**src/rtl/ibrc_pkg.sv**
```systemverilog
package ibrc_pkg;

    localparam int CHANNEL_COUNT = 6;

    localparam logic [7:0]  START_BYTE     = 8'h20;
    localparam logic [15:0] CHECKSUM_INIT  = 16'hFFDF;
    localparam logic [4:0]  CHECKSUM_BYTES = 5'd29;
    localparam logic [4:0]  LAST_POS       = 5'd30;
    localparam logic [4:0]  FIRST_CH_POS   = 5'd2;

    localparam logic [15:0] THROTTLE_CAP   = 16'd1800;
    localparam logic [16:0] STICK_CENTER   = 17'd1500;
    localparam logic [16:0] POT_OFFSET     = 17'd1000;

    // floor(x / 125) == (x * RECIP_125) >> RECIP_SHIFT for every x below 2**24.
    localparam logic [24:0] RECIP_125      = 25'd17179870;
    localparam int          RECIP_SHIFT    = 31;

    typedef enum logic [2:0] {
        REG_MODE            = 3'd0,
        REG_MAX_ROLL_RATE   = 3'd1,
        REG_MAX_PITCH_RATE  = 3'd2,
        REG_MAX_YAW_RATE    = 3'd3,
        REG_MAX_ROLL_ANGLE  = 3'd4,
        REG_MAX_PITCH_ANGLE = 3'd5
    } cfg_reg_t;

    typedef struct packed {
        logic s1_load;
        logic s2_load;
        logic s3_load;
    } pipe_ctl_t;

endpackage

```
**src/rtl/ibrc_if.sv**
```systemverilog
interface ibrc_rx_if;
    logic       valid;
    logic       ready;
    logic [7:0] rx_byte;

    modport source (output valid, output rx_byte, input ready);
    modport sink (input valid, input rx_byte, output ready);
endinterface

interface ibrc_stick_if;
    logic               valid;
    logic               ready;
    logic [10:0]        throttle;
    logic signed [17:0] roll;
    logic signed [17:0] pitch;
    logic signed [17:0] yaw;
    logic signed [16:0] left_pot;
    logic signed [16:0] right_pot;

    modport source (output valid, output throttle, output roll, output pitch, output yaw,
                    output left_pot, output right_pot, input ready);
    modport sink (input valid, input throttle, input roll, input pitch, input yaw,
                  input left_pot, input right_pot, output ready);
endinterface

```
**src/rtl/ibrc_axis_scale.sv**
```systemverilog
module ibrc_axis_scale (
    input  logic                clk,
    input  ibrc_pkg::pipe_ctl_t ctl,
    input  logic [15:0]         chan,
    input  logic [9:0]          max_val,
    output logic signed [17:0]  axis
);

    logic [16:0] diff;
    logic [15:0] mag;
    logic [48:0] recip_prod;

    logic        sign1_reg;
    logic [25:0] prod_reg;
    logic        sign2_reg;
    logic [16:0] quot_reg;
    logic [17:0] axis_reg;

    always_comb
    begin
        diff       = {1'b0, chan} - ibrc_pkg::STICK_CENTER;
        mag        = diff[16] ? 16'(~diff + 17'd1) : diff[15:0];
        recip_prod = {1'b0, prod_reg[25:2]} * ibrc_pkg::RECIP_125;
    end

    always_ff @(posedge clk)
    begin
        if (ctl.s1_load)
        begin
            sign1_reg <= diff[16];
            prod_reg  <= mag * max_val;
        end
        if (ctl.s2_load)
        begin
            sign2_reg <= sign1_reg;
            quot_reg  <= recip_prod[ibrc_pkg::RECIP_SHIFT +: 17];
        end
        if (ctl.s3_load)
        begin
            axis_reg <= sign2_reg ? (18'd0 - {1'b0, quot_reg}) : {1'b0, quot_reg};
        end
    end

    assign axis = $signed(axis_reg);

endmodule

```
**src/rtl/ibus_rc_frame_decoder_top.sv**
```systemverilog
// Channel  Direction  Carries
// rx       in         rx_byte, one received serial byte per word
// stick    out        throttle, roll, pitch, yaw, left_pot, right_pot
// apb      in/out     mode and the five stick scale registers
//
// One byte is taken every cycle while rx.ready is high; frame parsing and checksum
// update happen at acceptance. A good frame gives one word through a three-stage
// pipeline set by the axis scaling multipliers (product, reciprocal divide, sign).
// Reset clears the parser to hunting and the configuration registers to zero.
// A stalled output backs up the pipeline and only then holds rx.ready low.
module ibus_rc_frame_decoder_top (
    input  logic                clk,
    input  logic                rst_n,
    ibrc_rx_if.sink             rx,
    ibrc_stick_if.source        stick,
    input  logic                psel,
    input  logic                penable,
    input  logic                pwrite,
    input  logic [4:0]          paddr,
    input  logic [31:0]         pwdata,
    output logic [31:0]         prdata,
    output logic                pready
);

    logic       mode_reg;
    logic [9:0] max_roll_rate_reg;
    logic [9:0] max_pitch_rate_reg;
    logic [9:0] max_yaw_rate_reg;
    logic [9:0] max_roll_angle_reg;
    logic [9:0] max_pitch_angle_reg;

    logic        in_frame_reg,  in_frame_next;
    logic [4:0]  pos_reg,       pos_next;
    logic [15:0] csum_reg,      csum_next;
    logic [7:0]  low_hold_reg,  low_hold_next;
    logic [7:0]  rx_low_reg,    rx_low_next;
    logic [15:0] chan_reg [ibrc_pkg::CHANNEL_COUNT];

    logic        s1_valid_reg, s1_valid_next;
    logic        s2_valid_reg, s2_valid_next;
    logic        out_valid_reg, out_valid_next;
    logic        s1_ready, s2_ready, s3_ready;
    logic        accept, launch, cfg_write;
    logic [4:0]  ch_pos;
    logic [3:0]  ch_idx;
    logic [9:0]  roll_max, pitch_max;
    ibrc_pkg::cfg_reg_t  cfg_idx;
    ibrc_pkg::pipe_ctl_t ctl;

    logic [10:0] thr1_reg,   thr2_reg,   thr3_reg;
    logic [16:0] lpot1_reg,  lpot2_reg,  lpot3_reg;
    logic [16:0] rpot1_reg,  rpot2_reg,  rpot3_reg;

    assign pready    = 1'b1;
    assign cfg_idx   = ibrc_pkg::cfg_reg_t'(paddr[4:2]);
    assign cfg_write = psel && penable && pwrite;

    always_ff @(posedge clk or negedge rst_n)
    begin
        if (!rst_n)
        begin
            mode_reg            <= 1'b0;
            max_roll_rate_reg   <= 10'd0;
            max_pitch_rate_reg  <= 10'd0;
            max_yaw_rate_reg    <= 10'd0;
            max_roll_angle_reg  <= 10'd0;
            max_pitch_angle_reg <= 10'd0;
        end
        else if (cfg_write)
        begin
            unique case (cfg_idx)
                ibrc_pkg::REG_MODE:            mode_reg            <= pwdata[0];
                ibrc_pkg::REG_MAX_ROLL_RATE:   max_roll_rate_reg   <= pwdata[9:0];
                ibrc_pkg::REG_MAX_PITCH_RATE:  max_pitch_rate_reg  <= pwdata[9:0];
                ibrc_pkg::REG_MAX_YAW_RATE:    max_yaw_rate_reg    <= pwdata[9:0];
                ibrc_pkg::REG_MAX_ROLL_ANGLE:  max_roll_angle_reg  <= pwdata[9:0];
                ibrc_pkg::REG_MAX_PITCH_ANGLE: max_pitch_angle_reg <= pwdata[9:0];
                default:                       ;
            endcase
        end
    end

    always_comb
    begin
        unique case (cfg_idx)
            ibrc_pkg::REG_MODE:            prdata = {31'd0, mode_reg};
            ibrc_pkg::REG_MAX_ROLL_RATE:   prdata = {22'd0, max_roll_rate_reg};
            ibrc_pkg::REG_MAX_PITCH_RATE:  prdata = {22'd0, max_pitch_rate_reg};
            ibrc_pkg::REG_MAX_YAW_RATE:    prdata = {22'd0, max_yaw_rate_reg};
            ibrc_pkg::REG_MAX_ROLL_ANGLE:  prdata = {22'd0, max_roll_angle_reg};
            ibrc_pkg::REG_MAX_PITCH_ANGLE: prdata = {22'd0, max_pitch_angle_reg};
            default:                       prdata = 32'd0;
        endcase
    end

    assign s3_ready = !out_valid_reg || stick.ready;
    assign s2_ready = !s2_valid_reg || s3_ready;
    assign s1_ready = !s1_valid_reg || s2_ready;
    assign rx.ready = s1_ready;
    assign accept   = rx.valid && s1_ready;

    assign ch_pos = pos_reg - ibrc_pkg::FIRST_CH_POS;
    assign ch_idx = ch_pos[4:1];

    always_comb
    begin
        in_frame_next = in_frame_reg;
        pos_next      = pos_reg;
        csum_next     = csum_reg;
        low_hold_next = low_hold_reg;
        rx_low_next   = rx_low_reg;
        launch        = 1'b0;
        if (accept)
        begin
            if (!in_frame_reg)
            begin
                if (rx.rx_byte == ibrc_pkg::START_BYTE)
                begin
                    in_frame_next = 1'b1;
                    pos_next      = 5'd0;
                    csum_next     = ibrc_pkg::CHECKSUM_INIT;
                end
            end
            else
            begin
                if (pos_reg < ibrc_pkg::CHECKSUM_BYTES)
                begin
                    csum_next = csum_reg - {8'd0, rx.rx_byte};
                    if (pos_reg[0])
                    begin
                        low_hold_next = rx.rx_byte;
                    end
                end
                if (pos_reg == ibrc_pkg::CHECKSUM_BYTES)
                begin
                    rx_low_next = rx.rx_byte;
                end
                if (pos_reg == ibrc_pkg::LAST_POS)
                begin
                    in_frame_next = 1'b0;
                    pos_next      = 5'd0;
                    launch        = ({rx.rx_byte, rx_low_reg} == csum_reg);
                end
                else
                begin
                    pos_next = pos_reg + 5'd1;
                end
            end
        end
    end

    always_ff @(posedge clk or negedge rst_n)
    begin
        if (!rst_n)
        begin
            in_frame_reg <= 1'b0;
            pos_reg      <= 5'd0;
            csum_reg     <= ibrc_pkg::CHECKSUM_INIT;
            low_hold_reg <= 8'd0;
            rx_low_reg   <= 8'd0;
        end
        else
        begin
            in_frame_reg <= in_frame_next;
            pos_reg      <= pos_next;
            csum_reg     <= csum_next;
            low_hold_reg <= low_hold_next;
            rx_low_reg   <= rx_low_next;
        end
    end

    // Channels land on the high byte, at even body positions two through twelve.
    always_ff @(posedge clk)
    begin
        for (int i = 0; i < ibrc_pkg::CHANNEL_COUNT; i++)
        begin
            if (accept && in_frame_reg && !pos_reg[0] && pos_reg >= ibrc_pkg::FIRST_CH_POS
                && pos_reg < ibrc_pkg::CHECKSUM_BYTES && ch_idx == 4'(i))
            begin
                chan_reg[i] <= {rx.rx_byte, low_hold_reg};
            end
        end
    end

    always_comb
    begin
        s1_valid_next  = s1_ready ? launch : s1_valid_reg;
        s2_valid_next  = s2_ready ? s1_valid_reg : s2_valid_reg;
        out_valid_next = s3_ready ? s2_valid_reg : out_valid_reg;
        ctl.s1_load    = launch;
        ctl.s2_load    = s1_valid_reg && s2_ready;
        ctl.s3_load    = s2_valid_reg && s3_ready;
    end

    always_ff @(posedge clk or negedge rst_n)
    begin
        if (!rst_n)
        begin
            s1_valid_reg  <= 1'b0;
            s2_valid_reg  <= 1'b0;
            out_valid_reg <= 1'b0;
        end
        else
        begin
            s1_valid_reg  <= s1_valid_next;
            s2_valid_reg  <= s2_valid_next;
            out_valid_reg <= out_valid_next;
        end
    end

    always_ff @(posedge clk)
    begin
        if (ctl.s1_load)
        begin
            thr1_reg  <= (chan_reg[2] > ibrc_pkg::THROTTLE_CAP) ?
                         ibrc_pkg::THROTTLE_CAP[10:0] : chan_reg[2][10:0];
            lpot1_reg <= {1'b0, chan_reg[4]} - ibrc_pkg::POT_OFFSET;
            rpot1_reg <= {1'b0, chan_reg[5]} - ibrc_pkg::POT_OFFSET;
        end
        if (ctl.s2_load)
        begin
            thr2_reg  <= thr1_reg;
            lpot2_reg <= lpot1_reg;
            rpot2_reg <= rpot1_reg;
        end
        if (ctl.s3_load)
        begin
            thr3_reg  <= thr2_reg;
            lpot3_reg <= lpot2_reg;
            rpot3_reg <= rpot2_reg;
        end
    end

    assign roll_max  = mode_reg ? max_roll_angle_reg : max_roll_rate_reg;
    assign pitch_max = mode_reg ? max_pitch_angle_reg : max_pitch_rate_reg;

    ibrc_axis_scale u_roll (
        .clk     (clk),
        .ctl     (ctl),
        .chan    (chan_reg[0]),
        .max_val (roll_max),
        .axis    (stick.roll)
    );

    ibrc_axis_scale u_pitch (
        .clk     (clk),
        .ctl     (ctl),
        .chan    (chan_reg[1]),
        .max_val (pitch_max),
        .axis    (stick.pitch)
    );

    ibrc_axis_scale u_yaw (
        .clk     (clk),
        .ctl     (ctl),
        .chan    (chan_reg[3]),
        .max_val (max_yaw_rate_reg),
        .axis    (stick.yaw)
    );

    assign stick.valid     = out_valid_reg;
    assign stick.throttle  = thr3_reg;
    assign stick.left_pot  = $signed(lpot3_reg);
    assign stick.right_pot = $signed(rpot3_reg);

endmodule
```
**src/flat_wrapper.sv**
```systemverilog
// flat-port wrapper written by rule: the top's interface ports become plain ports
module ibus_rc_frame_decoder_top_flat 
  (clk, rst_n, psel, penable, pwrite, paddr, pwdata, prdata, pready, rx_valid, rx_rx_byte, rx_ready, stick_valid, stick_throttle, stick_roll, stick_pitch, stick_yaw, stick_left_pot, stick_right_pot, stick_ready);
  ibrc_rx_if rx_i ();
  ibrc_stick_if stick_i ();
  input  logic clk;
  input  logic rst_n;
  input  logic psel;
  input  logic penable;
  input  logic pwrite;
  input  logic [4:0] paddr;
  input  logic [31:0] pwdata;
  output logic [31:0] prdata;
  output logic pready;
  input wire logic [$bits(rx_i.valid)-1:0] rx_valid;
  input wire logic [$bits(rx_i.rx_byte)-1:0] rx_rx_byte;
  output wire logic [$bits(rx_i.ready)-1:0] rx_ready;
  output wire logic [$bits(stick_i.valid)-1:0] stick_valid;
  output wire logic [$bits(stick_i.throttle)-1:0] stick_throttle;
  output wire logic [$bits(stick_i.roll)-1:0] stick_roll;
  output wire logic [$bits(stick_i.pitch)-1:0] stick_pitch;
  output wire logic [$bits(stick_i.yaw)-1:0] stick_yaw;
  output wire logic [$bits(stick_i.left_pot)-1:0] stick_left_pot;
  output wire logic [$bits(stick_i.right_pot)-1:0] stick_right_pot;
  input wire logic [$bits(stick_i.ready)-1:0] stick_ready;
  assign rx_i.valid = rx_valid;
  assign rx_i.rx_byte = rx_rx_byte;
  assign rx_ready = rx_i.ready;
  assign stick_valid = stick_i.valid;
  assign stick_throttle = stick_i.throttle;
  assign stick_roll = stick_i.roll;
  assign stick_pitch = stick_i.pitch;
  assign stick_yaw = stick_i.yaw;
  assign stick_left_pot = stick_i.left_pot;
  assign stick_right_pot = stick_i.right_pot;
  assign stick_i.ready = stick_ready;
  ibus_rc_frame_decoder_top u_core (.clk(clk), .rst_n(rst_n), .rx(rx_i), .stick(stick_i), .psel(psel), .penable(penable), .pwrite(pwrite), .paddr(paddr), .pwdata(pwdata), .prdata(prdata), .pready(pready));
endmodule
```
**config.mk**
```make
export PLATFORM = sky130hd
export DESIGN_NAME = ibus_rc_frame_decoder_top_flat
export DESIGN_NICKNAME = d
export VERILOG_FILES = /design/src/rtl/ibrc_pkg.sv /design/src/rtl/ibrc_if.sv /design/src/rtl/ibrc_axis_scale.sv /design/src/rtl/ibus_rc_frame_decoder_top.sv /design/src/flat_wrapper.sv
export SDC_FILE = /design/constraint.sdc
export NUM_CORES = 2
export LEC_CHECK = 0
export ABC_AREA = 0
export BUFFER_PORTS_ARGS = -buffer_cell sky130_fd_sc_hd__buf_4
export CAP_MARGIN = 20
export CORE_MARGIN = 4
export CORE_UTILIZATION = 55
export DETAILED_ROUTE_END_ITERATION = 8
export GPL_TIMING_DRIVEN = 0
export PLACE_DENSITY_LB_ADDON = 0.15
export SLEW_MARGIN = 30
export SYNTH_ARGS = -nofsm -noshare
export SYNTH_HDL_FRONTEND = slang
export SYNTH_SLANG_ARGS = --single-unit
export TNS_END_PERCENT = 10
```
**constraint.sdc**
```tcl
create_clock -name clk -period 8.5 [get_ports clk]
set_input_delay 1.275 -clock clk [delete_from_list [all_inputs] [get_ports clk]]
set_output_delay 1.275 -clock clk [all_outputs]
set_load 0.01 [all_outputs]
```
== Word level (Yosys, flattened, before mapping) ==
Memories as Yosys holds them, arrays and structs flattened.
Index checks and enable logic that the tools add are counted.

* Equality and inequality tests: 15
* $lt $le $gt $ge: 3
* Shift operators: 0
* Multipliers: 6
* Bitwise operators: 3
* Reductions and logical operators: 40
* Add/sub/neg operators: 14
* Multiplexer cells: 48
* Divide/modulo/power cells: 0

{| class="wikitable"
|+ Operators with widths
! operator !! number
|-
| two-way mux 16 bit || 11
|-
| multiplier 24 x 24 -> 47 bit (second input constant) || 3
|-
| OR reduction 16 bit || 5
|-
| multiplier 16 x 10 -> 26 bit || 3
|-
| one-hot mux 10 bit (6 select lines) || 1
|-
| subtractor 1 x 17 -> 18 bit (first input constant) || 3
|-
| two-way mux 17 bit || 3
|-
| subtractor 16 x 11 -> 17 bit (second input constant) || 3
|-
| adder 16 x 1 -> 16 bit (second input constant) || 3
|-
| inverter 16 bit || 3
|-
| subtractor 16 x 10 -> 17 bit (second input constant) || 2
|-
| two-way mux 1 bit || 23
|-
| two-way mux 10 bit || 2
|-
| equality test 16 bit || 1
|-
| > comparator 16 x 11 -> 1 bit (second input constant) || 1
|-
| subtractor 16 x 8 -> 16 bit || 1
|-
| logical AND 1 bit || 15
|-
| two-way mux 3 bit || 5
|-
| two-way mux 5 bit || 3
|-
| AND reduction 2 bit || 7
|-
| equality test 5 bit (second input constant) || 2
|-
| equality test 4 x 2 -> 1 bit (second input constant) || 2
|-
| equality test 4 x 3 -> 1 bit (second input constant) || 2
|-
| equality test 8 x 6 -> 1 bit (second input constant) || 1
|-
| 16 further kinds || 24
|}

* ROM bits: 0
* Word-level logic and storage cells: 171
* Memories kept: 1
* Register bits after elaboration: 416
* Output and inout port bits: 134
* Bits in writable memories: 96
* Latch bits: 0

{| class="wikitable"
|+ Memory list
! memory !! depth !! bits a word !! rd ports !! clocked after memory_dff !! wr ports !! RTL line !! text
|-
| u_core.chan_reg || 6 || 16 || 6 || 0 || 1 || ibus_rc_frame_decoder_top.sv:37 || <nowiki>logic [15:0] chan_reg [ibrc_pkg::CHANNEL_COUNT];</nowiki>
|}

== Depth between registers and ports, before layout ==
* Word-level depth: 18
* Depth in mapped cells: 32
* Mapped depth without buffers: 31

== Hierarchy ==
From an unflattened synthesis, not the netlist that was laid out.

* Cells, all modules: 5650
* Area, all modules: 62003.2 sq um

{| class="wikitable"
|+ By module, submodules not included
! module !! cells each !! area an instance (sq um) !! instances !! seq. area each (sq um)
|-
| ibrc_axis_scale at u_core.u_pitch || 1631 || 16493.3 || 1 || 1831.8
|-
| ibrc_axis_scale at u_core.u_roll || 1615 || 16454.5 || 1 || 1831.8
|-
| ibrc_axis_scale at u_core.u_yaw || 1621 || 16434.5 || 1 || 1831.8
|-
| ibus_rc_frame_decoder_top || 783 || 12620.9 || 1 || 9257.6
|}

== Worst setup path before layout ==
No wires, ideal clock.

* Kind: register -> register
* Start: memory u_core.chan_reg[0][2]
* End: register u_core.u_roll.prod_reg[23] (data pin)
* Cell stages (with the launch flop): 32
* Slack: 1023 ps
* Data arrival time: 7211 ps
* Clock period less this slack: 7477 ps
* Path through: edfxtp_1 > ha_1 > and2_1 > nor2_2 > nor2_1 > o21a_1 > or3_1 > buf_2 > inv_2 > buf_4 > nand2_1 > xor2_1 > nor2_1 > fa_1 > inv_1 > fa_1 > inv_1 > fa_1 > fa_1 > inv_1 > fa_1 > inv_1 > ha_1 > nand4_1 > o21bai_1 > a21o_1 > a211o_1 > o221ai_1 > nand3b_1 > a2111oi_0 > nor3_1 > xor2_1

{| class="wikitable"
|+ RTL lines
! element !! RTL line !! text
|-
| start: declaration || ibus_rc_frame_decoder_top.sv:37 ||
|-
| end signal: assignment || ibrc_axis_scale.sv:31 || <nowiki>prod_reg <= mag * max_val;</nowiki>
|-
| end: declaration || ibrc_axis_scale.sv:14 || <nowiki>logic [25:0] prod_reg;</nowiki>
|}

== Final worst setup path ==
* Start: register u_core.mode_reg
* End: register u_core.u_pitch.prod_reg[25] (data pin)

* Word-level cells in the longest chain between the ends: 2

{| class="wikitable"
|+ RTL lines
! element !! RTL line !! text
|-
| start: declaration || ibus_rc_frame_decoder_top.sv:25 || <nowiki>logic mode_reg;</nowiki>
|-
| start signal: assignment || ibus_rc_frame_decoder_top.sv:72 || <nowiki>ibrc_pkg::REG_MODE: mode_reg <= pwdata[0];</nowiki>
|-
| two-way mux 10 bit || ibus_rc_frame_decoder_top.sv:235 || <nowiki>assign pitch_max = mode_reg ? max_pitch_angle_reg : max_pitch_rate_reg;</nowiki>
|-
| multiplier 16 x 10 -> 26 bit || ibrc_axis_scale.sv:31 ||
|-
| end signal: assignment || ibrc_axis_scale.sv:31 ||
|-
| end: declaration || ibrc_axis_scale.sv:14 ||
|}

No other way between the ends.
A chain may end at the register's enable or synchronous reset.

==> reports/metrics.cfg <==
[power]
vdd_ir_drop_max_v = 0.000319
p_leak_nw = 32.5
power_density_mw_per_mm2 = 203

[timing]
hold_viol_final = 0
slew_viol_final = 0
setup_viol = 0
max_freq_mhz = 124
holdWs_ns = 0.412
setup_tns_ns = 0
slew_headroom_pct = 34.0
fin_ws_ns = 0.439
finClkSkew_ns = 0.0581
fin_crit_sh_pct = 94.8
tightest_slew_ns = 0.962
min_period_ns = 8.06

[yosys]
ys.flop_type = edfxtp_1
synth-seq-cells = 506
seq_area_frac_synth_pct = 24.1
synth_edf_count = 414
yosysWarnings = 0
synth_cell_types = 92
synthesis.area_mm2 = 0.0613
synth-async-reset-ratio_pct = 18.2
synthCells = 5589
synth_area_per_cell_um2 = 11.0

[worst_hold_path]
hp-class = reg -> reg
whs_path_depth = 0
hp-start = u_core.lpot1_reg[9]
whs_endpoint = u_core.lpot2_reg[9]

[setup_path]
endpoint_kind = flip-flop
reg2reg_slack_ns = 0.44
cp_max_fo = 10
r2r_cells = 21
cp.required_ns = 8.86
worstReg2RegEnd = u_core.u_pitch.prod_reg[25]
start_kind = flip-flop
arrival_ns = 8.42
crit_type = reg -> reg
timing.rr.start = u_core.mode_reg

[grt]
grt_antenna_before_repair = 3
grt_util_all_layers_pct = 23.3
grt_pass1_wl_um = 216000
grt_pass1_vias = 41574
overflow = 0
grt_max_degree = 93

[placement]
numPortBuffers = 136
dp_hpwl_um = 105000
place_area_mm2 = 0.0645
pre_cts_ws_ns = 0.154
place_congestion = 0.870

[die]
die-area_mm2 = 0.117
start_util_pct = 55.4
die_h_um = 342
core_mm2 = 0.111
die_x_um = 342
io_pins = 186
rows = 122

[final_layout]
fill_cells = 9231
nets = 7698
largest_reg_flops = 96
n_antenna_cell = 0
design_area_mm2 = 0.0666
drive_gt1_share_pct = 7.86
mostFrequentLayoutCell = inv_1
layout_common_cells = 1180 x inv_1, 969 x ha_1, 856 x fa_1, 414 x edfxtp_1, 316 x nor2_1
syn2layout_area_growth_pct = 8.66

[drt]
first_pass_iters = 5
postRouteAntennaNets = 0
dr.first_iter.drc_count = 1903
drcViolationCount = 0
drt-total-wl_um = 131000
wl_per_cell_um = 17.8
num_vias = 38954
viasPerCell = 5.30

[cts]
cts.sinks = 506
cts.reportedPaths.clkPinSlew_ns = 0.07
root_buffer = clkbuf_16
numCtsBuffers = 57
cts_hold_buf = 0
htree_levels = 2
tritoncts = built
clock_path_buffers = 3
clock_latency_ns = 0.67

[flow_run]
cap_violations = 0

[status]
status = complete, no violations

## worst max path at each step
stage	start	to	slack, ns	cells past startpoint
final	u_core.mode_reg	u_core.u_pitch.prod_reg[25]	0.44	21
after global routing	u_core.chan_reg[0][2]	u_core.u_roll.prod_reg[23]	-0.01	31
after CTS	u_core.chan_reg[0][2]	u_core.u_roll.prod_reg[23]	0.14	31
after detailed placement	u_core.chan_reg[0][2]	u_core.u_roll.prod_reg[23]	0.15	31
after global placement	u_core.chan_reg[0][2]	u_core.u_roll.prod_reg[23]	0.25	31
after floorplan	u_core.chan_reg[0][2]	u_core.u_roll.prod_reg[23]	1.02	31
## cells in the mapped netlist, drive strengths merged, types with 7 or more instances
cell type / instances / area (um2)
nor3b: 7 / 57.6
o21a: 20 / 150
inv: 1184 / 4440
edfxtp: 414 / 12400
a21oi: 166 / 850
and3: 23 / 144
dfstp: 15 / 394
nor4: 23 / 150
xnor2: 188 / 1700
mux2i: 25 / 250
fa: 856 / 17100
o31ai: 22 / 165
nor2: 324 / 1230
o21ai: 110 / 551
or3: 20 / 130
clkbuf: 59 / 221
xor2: 85 / 767
nor2b: 27 / 169
a22oi: 11 / 82.6
a21o: 64 / 480
or2: 18 / 115
ha: 969 / 12100
o31a: 7 / 61.3
nand4: 25 / 156
nand2: 265 / 995
a211o: 7 / 61.3
mux2: 80 / 901
o211ai: 7 / 52.6
nand3: 40 / 200
o22ai: 19 / 119
dfrtp: 77 / 1930
a211oi: 21 / 173
nand2b: 73 / 457
buf: 35 / 239
and2: 115 / 719
a31oi: 14 / 115
o21bai: 22 / 165
nand3b: 9 / 67.6
a21boi: 8 / 60.1
or4: 16 / 124
o41ai: 7 / 61.3
nor3: 45 / 230
## critical path, stage by stage, from the launching register on
cell and delay (ns):
dfrtp_1 0.32, clkbuf_1 0.27, buf_1 0.71, mux2i_1 0.81, clkbuf_1 0.55, nor2_1 0.16, fa_1 0.53, fa_1 0.57
fa_1 0.43, fa_1 0.50, inv_1 0.05, fa_1 0.48, inv_1 0.04, ha_1 0.38, nand3_1 0.12, inv_1 0.12
and3_1 0.18, nand2_1 0.13, o311a_1 0.40, o41ai_1 0.36, a21oi_1 0.13, xnor2_1 0.51
## repair_timing
item / CTS / global route
endpoints found under the setup margin: 0 / 8
hold endpoints to repair: 0 / 0
buffers inserted: 0 / 2
gates resized for setup: 0 / 14
## report_power, final
part	switching [mW]	internal (mW)
combinational	4.37	3.34
clock	1.06	1.41
sequential	0.163	3.17
## per-stage QoR
step | instances | total power [mW] | utilization, %
3_3_place_gp | 7234 | 10.8 | 58.0
2_1_floorplan | 5610 | 9.30 | -
3_5_place_dp | 7248 | 11.0 | 58.3
6_report | 7354 | 13.5 | 60.2
5_1_grt | 7354 | 14.9 | 60.2
4_1_cts | 7352 | 13.5 | 60.0
## cells by family after synthesis
family	after synthesis	share of synthesized area, %
other	2	0.0123
buffers and inverters	1278	8.00
DFF	506	24.1
muxes	105	1.88
adders and majority gates	1825	47.8
xor gates and xnor gates	273	4.02
and+or+nand+nor	1044	8.29
AOI/OAI and AO/OA	556	5.96
## cell type report
class / count / area (um2) / share of cell area, %
Inverter: 1184 / 4450 / 6.69
Tap cell: 1488 / 1860 / 2.80
Timing Repair Buffer: 152 / 1210 / 1.82
Multi-Input combinational cell: 3826 / 41900 / 63.0
Buffer: 94 / 460 / 0.692
Clock inverter: 39 / 415 / 0.624
Sequential cell: 506 / 14800 / 22.2
Clock buffer: 65 / 1480 / 2.22
## routing by layer
layer	track usage, %	up-vias	routed length (um)
li1	-	18646	-
met1	32.7	19288	60000
met2	37.9	849	59700
met3	4.27	169	8170
met4	5.28	2	2910
met5	0	-	13
No activity file was read; power rests on OpenSTA's default activity.
